$ cat src/design/assert_macros.svh
// Assertion helpers for the design folder
`ifndef ASSERT_MACROS_SVH
`define ASSERT_MACROS_SVH
`ifndef ASSERT_OFF
`define ASSERT_IMPL(label, clk, rst, prop) \
   label: assert property (@(posedge clk) disable iff (rst) prop) \
      else $error("assertion failed");
`define ASSERT_RST(label, clk, prop) \
   label: assert property (@(posedge clk) prop) else $error("assertion failed");
`else
`define ASSERT_IMPL(label, clk, rst, prop)
`define ASSERT_RST(label, clk, prop)
`endif
`endif

$ cat src/design/hmac_pkg.sv
package hmac_pkg;
   localparam int KeyRegs = 4;
   localparam int CsrIdxWidth = 2;
   localparam logic [7:0] Ipad = 8'h36;
   localparam logic [7:0] Opad = 8'h5c;

   typedef enum logic [2:0] {
      ST_IDLE, ST_LOAD, ST_ROUND, ST_FOLD, ST_DONE
   } state_type;

   typedef struct packed {
      logic start;      // load h from init and the block in blk
      logic chain;      // load state from current h and the block in blk
   } sha_ctl_type;

   function automatic logic [31:0] round_const(input logic [5:0] i);
      logic [31:0] k [64];
      k = '{
         32'h428a2f98, 32'h71374491, 32'hb5c0fbcf, 32'he9b5dba5, 32'h3956c25b, 32'h59f111f1,
         32'h923f82a4, 32'hab1c5ed5, 32'hd807aa98, 32'h12835b01, 32'h243185be, 32'h550c7dc3,
         32'h72be5d74, 32'h80deb1fe, 32'h9bdc06a7, 32'hc19bf174, 32'he49b69c1, 32'hefbe4786,
         32'h0fc19dc6, 32'h240ca1cc, 32'h2de92c6f, 32'h4a7484aa, 32'h5cb0a9dc, 32'h76f988da,
         32'h983e5152, 32'ha831c66d, 32'hb00327c8, 32'hbf597fc7, 32'hc6e00bf3, 32'hd5a79147,
         32'h06ca6351, 32'h14292967, 32'h27b70a85, 32'h2e1b2138, 32'h4d2c6dfc, 32'h53380d13,
         32'h650a7354, 32'h766a0abb, 32'h81c2c92e, 32'h92722c85, 32'ha2bfe8a1, 32'ha81a664b,
         32'hc24b8b70, 32'hc76c51a3, 32'hd192e819, 32'hd6990624, 32'hf40e3585, 32'h106aa070,
         32'h19a4c116, 32'h1e376c08, 32'h2748774c, 32'h34b0bcb5, 32'h391c0cb3, 32'h4ed8aa4a,
         32'h5b9cca4f, 32'h682e6ff3, 32'h748f82ee, 32'h78a5636f, 32'h84c87814, 32'h8cc70208,
         32'h90befffa, 32'ha4506ceb, 32'hbef9a3f7, 32'hc67178f2};
      return k[i];
   endfunction

   localparam logic [255:0] HInit = {
      32'h6a09e667, 32'hbb67ae85, 32'h3c6ef372, 32'ha54ff53a,
      32'h510e527f, 32'h9b05688c, 32'h1f83d9ab, 32'h5be0cd19};
endpackage

$ cat src/design/hmac_sha256_tag64_sign_verify.sv
// HMAC-SHA256 signer/verifier with a 64-bit truncated tag. The key comes from four
// csr registers. A request runs four SHA-256 compressions (inner key block, inner
// message block, outer key block, outer digest block) through one shared round unit
// at one round per cycle; each block passes through the LOAD, ROUND and FOLD states,
// and the next request is taken from the cycle after the response transaction
// completes.
`include "assert_macros.svh"
module hmac_sha256_tag64_sign_verify (
   input  logic         clock,
   input  logic         reset,
   input  logic         req_tvalid,
   output logic         req_tready,
   input  logic [127:0] req_tdata,   // cap_value[63:0], candidate_sig[127:64]
   input  logic         req_tuser,   // action
   output logic         rsp_tvalid,
   input  logic         rsp_tready,
   output logic [63:0]  rsp_tdata,   // signature[63:0]
   output logic         rsp_tuser,   // match
   input  logic         csr_valid,
   output logic         csr_ready,
   input  logic [hmac_pkg::CsrIdxWidth-1:0] csr_index,
   input  logic [63:0]  csr_data
);
   logic [255:0] key_ff, key_in;
   hmac_pkg::state_type state_ff, state_in;
   logic [5:0] rnd_ff, rnd_in;
   logic [1:0] blk_ff, blk_in;
   logic act_ff, act_in;
   logic [63:0] cap_ff, cap_in, cand_ff, cand_in;
   logic [255:0] inner_ff, h;
   logic [511:0] blkd, kpad;
   hmac_pkg::sha_ctl_type ctl;
   logic run, fold;

   assign csr_ready = 1'b1;
   always_comb begin
      key_in = key_ff;
      if (csr_valid) begin
         key_in[(3 - csr_index)*64 +: 64] = csr_data;
      end
   end

   always_ff @(posedge clock) begin
      if (reset) begin
         key_ff <= '0;
      end else begin
         key_ff <= key_in;
      end
   end

   always_comb begin
      kpad = {key_ff, 256'h0};
      for (int i = 0; i < 64; i++) begin
         kpad[i*8 +: 8] = kpad[i*8 +: 8] ^ ((blk_in == 2'd2) ? hmac_pkg::Opad : hmac_pkg::Ipad);
      end
      case (blk_in)
         2'd0, 2'd2: blkd = kpad;
         2'd1: blkd = {cap_ff, 32'h80000000, 352'h0, 64'd576};
         default: blkd = {inner_ff, 32'h80000000, 160'h0, 64'd768};
      endcase
   end

   always_comb begin
      state_in = state_ff;
      rnd_in = rnd_ff;
      blk_in = blk_ff;
      act_in = act_ff;
      cap_in = cap_ff;
      cand_in = cand_ff;
      ctl = '0;
      run = 1'b0;
      fold = 1'b0;
      req_tready = (state_ff == hmac_pkg::ST_IDLE);
      case (state_ff)
         hmac_pkg::ST_IDLE: begin
            if (req_tvalid) begin
               act_in = req_tuser;
               cap_in = req_tdata[63:0];
               cand_in = req_tdata[127:64];
               blk_in = 2'd0;
               state_in = hmac_pkg::ST_LOAD;
            end
         end
         hmac_pkg::ST_LOAD: begin
            ctl.start = (blk_ff == 2'd0) || (blk_ff == 2'd2);
            ctl.chain = !ctl.start;
            rnd_in = '0;
            state_in = hmac_pkg::ST_ROUND;
         end
         hmac_pkg::ST_ROUND: begin
            run = 1'b1;
            rnd_in = rnd_ff + 6'd1;
            if (rnd_ff == 6'd63) begin
               state_in = hmac_pkg::ST_FOLD;
            end
         end
         hmac_pkg::ST_FOLD: begin
            fold = 1'b1;
            state_in = hmac_pkg::ST_LOAD;
            blk_in = blk_ff + 2'd1;
            if (blk_ff == 2'd3) begin
               state_in = hmac_pkg::ST_DONE;
            end
         end
         hmac_pkg::ST_DONE: begin
            if (rsp_tready) begin
               state_in = hmac_pkg::ST_IDLE;
            end
         end
         default: state_in = hmac_pkg::ST_IDLE;
      endcase
   end

   // inner digest is captured in the LOAD state that directly follows the second fold
   logic cap_inner;
   assign cap_inner = (state_ff == hmac_pkg::ST_LOAD) && (blk_ff == 2'd2);

   always_ff @(posedge clock) begin
      if (reset) begin
         state_ff <= hmac_pkg::ST_IDLE;
         rnd_ff <= '0;
         blk_ff <= '0;
      end else begin
         state_ff <= state_in;
         rnd_ff <= rnd_in;
         blk_ff <= blk_in;
      end
      act_ff <= act_in;
      cap_ff <= cap_in;
      cand_ff <= cand_in;
      if (cap_inner) begin
         inner_ff <= h;
      end
   end

   hmac_round u_round (
      .clock (clock),
      .ctl   (ctl),
      .run   (run),
      .fold  (fold),
      .rnd   (rnd_ff),
      .blk   (blkd),
      .h     (h)
   );

   // fold result lands in h at the end of FOLD; signature taken next cycle
   logic [63:0] final_sig;
   assign final_sig = h[255:192];
   assign rsp_tvalid = (state_ff == hmac_pkg::ST_DONE);
   assign rsp_tdata = final_sig;
   assign rsp_tuser = act_ff && (cand_ff != 64'h0) && (cand_ff == final_sig);

   `ASSERT_IMPL(a_busy_no_ready, clock, reset,
      (state_ff != hmac_pkg::ST_IDLE) |-> !req_tready)
   `ASSERT_IMPL(a_rsp_hold, clock, reset,
      (rsp_tvalid && !rsp_tready) |=> (rsp_tvalid && $stable(rsp_tdata)))
   `ASSERT_IMPL(a_start_idle, clock, reset,
      (req_tvalid && req_tready) |=> (state_ff == hmac_pkg::ST_LOAD))
   `ASSERT_IMPL(a_not_both, clock, reset, !(run && fold))
endmodule

$ cat src/design/hmac_round.sv
// One SHA-256 round per cycle while run is high, over a 16-word message window; h loaded on start, summed on fold
module hmac_round (
   input  logic                  clock,
   input  hmac_pkg::sha_ctl_type ctl,
   input  logic                  run,
   input  logic                  fold,
   input  logic [5:0]            rnd,
   input  logic [511:0]          blk,
   output logic [255:0]          h
);
   logic [255:0] h_ff, h_in, s_ff, s_in;
   logic [511:0] w_ff, w_in;
   logic [31:0] a, b, c, d, e, f, g, hh, wt, t1, t2, s0, s1, wn, w1, w14;

   always_comb begin
      {a, b, c, d, e, f, g, hh} = s_ff;
      wt  = w_ff[511:480];
      w1  = w_ff[479:448];
      w14 = w_ff[63:32];
      s0  = {w1[6:0], w1[31:7]} ^ {w1[17:0], w1[31:18]} ^ (w1 >> 3);
      s1  = {w14[16:0], w14[31:17]} ^ {w14[18:0], w14[31:19]} ^ (w14 >> 10);
      wn  = wt + s0 + w_ff[223:192] + s1;
      t1  = hh + ({e[5:0], e[31:6]} ^ {e[10:0], e[31:11]} ^ {e[24:0], e[31:25]})
            + ((e & f) ^ (~e & g)) + hmac_pkg::round_const(rnd) + wt;
      t2  = ({a[1:0], a[31:2]} ^ {a[12:0], a[31:13]} ^ {a[21:0], a[31:22]})
            + ((a & b) ^ (a & c) ^ (b & c));
      h_in = h_ff;
      s_in = s_ff;
      w_in = w_ff;
      if (ctl.start || ctl.chain) begin
         h_in = ctl.start ? hmac_pkg::HInit : h_ff;
         s_in = h_in;
         w_in = blk;
      end else if (run) begin
         s_in = {t1 + t2, a, b, c, d + t1, e, f, g};
         w_in = {w_ff[479:0], wn};
      end else if (fold) begin
         for (int i = 0; i < 8; i++) begin
            h_in[i*32 +: 32] = h_ff[i*32 +: 32] + s_ff[i*32 +: 32];
         end
      end
   end

   always_ff @(posedge clock) begin
      h_ff <= h_in;
      s_ff <= s_in;
      w_ff <= w_in;
   end

   assign h = h_ff;
endmodule

$ cat config.mk
export PLATFORM = sky130hd
export DESIGN_NAME = hmac_sha256_tag64_sign_verify
export DESIGN_NICKNAME = d
export VERILOG_FILES = /design/src/design/hmac_pkg.sv /design/src/design/hmac_sha256_tag64_sign_verify.sv /design/src/design/hmac_round.sv
export VERILOG_INCLUDE_DIRS = /design/src /design/src/design
export SDC_FILE = /design/constraint.sdc
export NUM_CORES = 2
export LEC_CHECK = 0
export BUFFER_PORTS_ARGS = -buffer_cell sky130_fd_sc_hd__buf_4
export CAP_MARGIN = 20
export CORE_UTILIZATION = 35
export DETAILED_ROUTE_END_ITERATION = 16
export MAX_ROUTING_LAYER = met4
export PLACE_DENSITY = 0.47
export REMOVE_ABC_BUFFERS = 1
export SETUP_SLACK_MARGIN = 0.5
export SLEW_MARGIN = 20
export SYNTH_ARGS = -nofsm -noshare
export SYNTH_HDL_FRONTEND = slang
export SYNTH_SLANG_ARGS = --single-unit
$ cat constraint.sdc
create_clock -name clock -period 79.6 [get_ports clock]
set_input_delay 15.92 -clock clock [delete_from_list [all_inputs] [get_ports clock]]
set_output_delay 15.92 -clock clock [all_outputs]
set_load 0.02 [all_outputs]
==> results.json <==
{
  "fillers": 25700,
  "drv_slew": 0,
  "crit_path_top_delay_cell": "buf_4",
  "critPathLaunchType": "input pin",
  "min_path_cells": 0,
  "multi_input_area_um2": 42400,
  "drc_errors": 1,
  "crit_top_cell": "buf_4",
  "yosysSeqAreaShare_pct": 50.9,
  "finalClockSkew_ns": 0.143,
  "path_class": "in2reg",
  "synthFlopType": "edfxtp_1",
  "antenna_found_initial": 26,
  "final_common_cell": "edfxtp_1",
  "post-route-period-util_pct": 25.8,
  "drt_iter0_markers": 7188,
  "hold_viol": 0,
  "wl_um": 374000,
  "synth_cells": 8935,
  "io_pins": 268,
  "finalCriticalPeriod_ns": 20.52,
  "wirelength_met1_um": 162000,
  "clock_latency_ns": 0.92,
  "grt_max_degree": 183,
  "syn_area_um2": 93600,
  "die_x_um": 519,
  "violations": "DRC",
  "wl_met3_um": 23900,
  "track_usage_pct": 27.8,
  "yosys.area_share.simple_pct": 11.7,
  "drive_gt1_share_pct": 8.61,
  "rsz0062_at_grt": "no",
  "synth_top_family_by_area": "compound AO/OA/AOI/OAI gates",
  "root_buffer": "clkbuf_16",
  "area_growth_pct": 12.8,
  "io_buffers": 266,
  "final_cell_mix": "edfxtp_1 (1409), nand2_1 (1073), o21ai_0 (778), nor2_1 (660), a21oi_1 (654)",
  "path_clk_slew_ns": 0.06,
  "rows": 189,
  "crit_required_ns": 80.17,
  "drtPass1Iterations": 7,
  "cts_setup_buffers": 0,
  "slew_headroom_pct": 17.7,
  "status": "finished with violations",
  "tns_ns": 0,
  "hpwl_um": 270000,
  "grt_pass1_wl_um": 525000,
  "dr_total_vias": 72000,
  "start_util_pct": 35.3,
  "die-height_um": 519,
  "async_flop_share_pct": 0,
  "synth-xor-area-share_pct": 7.01,
  "synth-edff-count": 1409,
  "wl_per_cell_um": 29.5,
  "cts_max_level": 4,
  "ctsHoldBuffers": 0,
  "tightestPinTransition_ns": 1.23,
  "cts_buffer_depth": 4,
  "die-area_um2": 270000,
  "gr-total-overflow": 0,
  "setup_viol": 0,
  "top_layer": "met4",
  "synth-warning-count": 0,
  "nets": 9786,
  "wl_met2_um": 170000,
  "regArea_um2": 47700,
  "ys_ff_latch": 1676,
  "cts.sinks": 1676,
  "cts-resized-gates": 0,
  "synth_compound_gate_area_share_pct": 16.0,
  "ant_nets": 0,
  "path_cells": "buf_4 > nand2_1 > nand3_1 > o21ai_4 > buf_4 > ha_4 > buf_4 > buf_12 > buf_4 > buf_4 > nor3_1 > a21oi_1 > o21ai_0",
  "min_path_type": "reg2reg",
  "reg2reg_depth": 35,
  "drv_cap": 0,
  "tritoncts": "built",
  "fmax_mhz": 48.7,
  "postSynthAreaPerCell_um2": 10.5,
  "synth.area.mux_share_pct": 0.597,
  "routabilityCongestion": 0.965,
  "crit_fanout": 182,
  "slowest_delay_ns": 0.91,
  "grt_pass1_vias": 69500,
  "viasPerCell": 5.67,
  "yosys.cell_types.count": 93,
  "r2r_slack_ns": 68.10,
  "critPathCaptureType": "flip-flop",
  "worst_ep_arrival_time_ns": 21.09,
  "holdWs_ns": 0.449,
  "synthAdderAreaFrac_pct": 9.80,
  "numCtsBuffers": 202,
  "fp.coreArea_um2": 266000
}
-- flip-flops by register name, summed over array words and instances (netlist names) --
| register | flops |
|---|---|
| u_round.w_ff | 512 |
| inner_ff | 256 |
| key_ff | 256 |
| u_round.h | 256 |
| u_round.s_ff | 256 |
| cand_ff | 64 |
| cap_ff | 64 |
| rnd_ff | 6 |
| state_ff | 3 |
| blk_ff | 2 |
| act_ff | 1 |
-- metal layers --
layer  vias to the layer above  global-route usage [%]
met1                     36400                    36.9
li1                      32200                       -
met3                       600                    3.80
met2                      2794                    42.8
met5                         -                       -
met4                         0                    11.4
-- synthesized netlist by cell type, drive strengths merged, types with 61 or more instances --
| master | n | share of area, % |
|---|---|---|
| o21a | 61 | 0.49 |
| buf | 104 | 0.68 |
| a22oi | 268 | 2.1 |
| xnor2 | 464 | 4.3 |
| nor2 | 662 | 2.7 |
| a21oi | 654 | 3.5 |
| nand3 | 88 | 0.47 |
| and2 | 70 | 0.47 |
| nand2 | 1081 | 4.3 |
| inv | 350 | 1.4 |
| o21ai | 826 | 4.4 |
| xor2 | 285 | 2.7 |
| ha | 406 | 5.4 |
| dfxtp | 267 | 5.7 |
| clkbuf | 468 | 1.9 |
| nor3 | 201 | 1.1 |
| fa | 195 | 4.2 |
| nand3b | 64 | 0.51 |
| a221oi | 63 | 0.59 |
| edfxtp | 1409 | 45 |
| a21o | 159 | 1.3 |
-- metrics by stage --
step | cells | worst slack (ns) | cell area [um2] | util, %
2_1_floorplan | 8363 | 26.99 | 91200 | -
3_3_place_gp | 12300 | 58.39 | 99100 | 37.3
3_5_place_dp | 12300 | 58.32 | 99100 | 37.3
4_1_cts | 12700 | 59.27 | 106000 | 39.8
5_1_grt | 12700 | 58.83 | 106000 | 39.8
6_report | 12700 | 59.08 | 106000 | 39.8
-- cells by family after synthesis --
family | after synthesis
simple gates | 2477
compound gates | 2442
flops | 1676
buf+inv | 925
xor+xnor | 749
fa+ha+maj | 620
mux | 45
other cells | 1
-- layout make-up --
class,instances,area share [%]
clock inverter,86,0.887
inverter,353,1.27
tap,3533,4.19
multi-input combinational,6334,40.2
timing repair buffer,418,3.05
antenna,7,0.0166
clock buffer,277,5.31
sequential,1676,45.1
-- worst max-delay path, delay by kind of cell --
kind | cells | cell delay [ns]
compound gates | 3 | 0.35
fa+ha+maj | 1 | 0.53
simple gates | 3 | 0.49
buf+inv | 6 | 3.41
-- final timing paths --
kind,from,endpoint
min reg2reg,u_round.h[136],inner_ff[136]
max,req_tvalid,u_round.w_ff[326]
max reg2reg,rnd_ff[1],u_round.s_ff[255]
min,u_round.h[136],inner_ff[136]
Power is not shown: default switching activity piles up to over one toggle a cycle in this logic, so the estimate is an artifact.
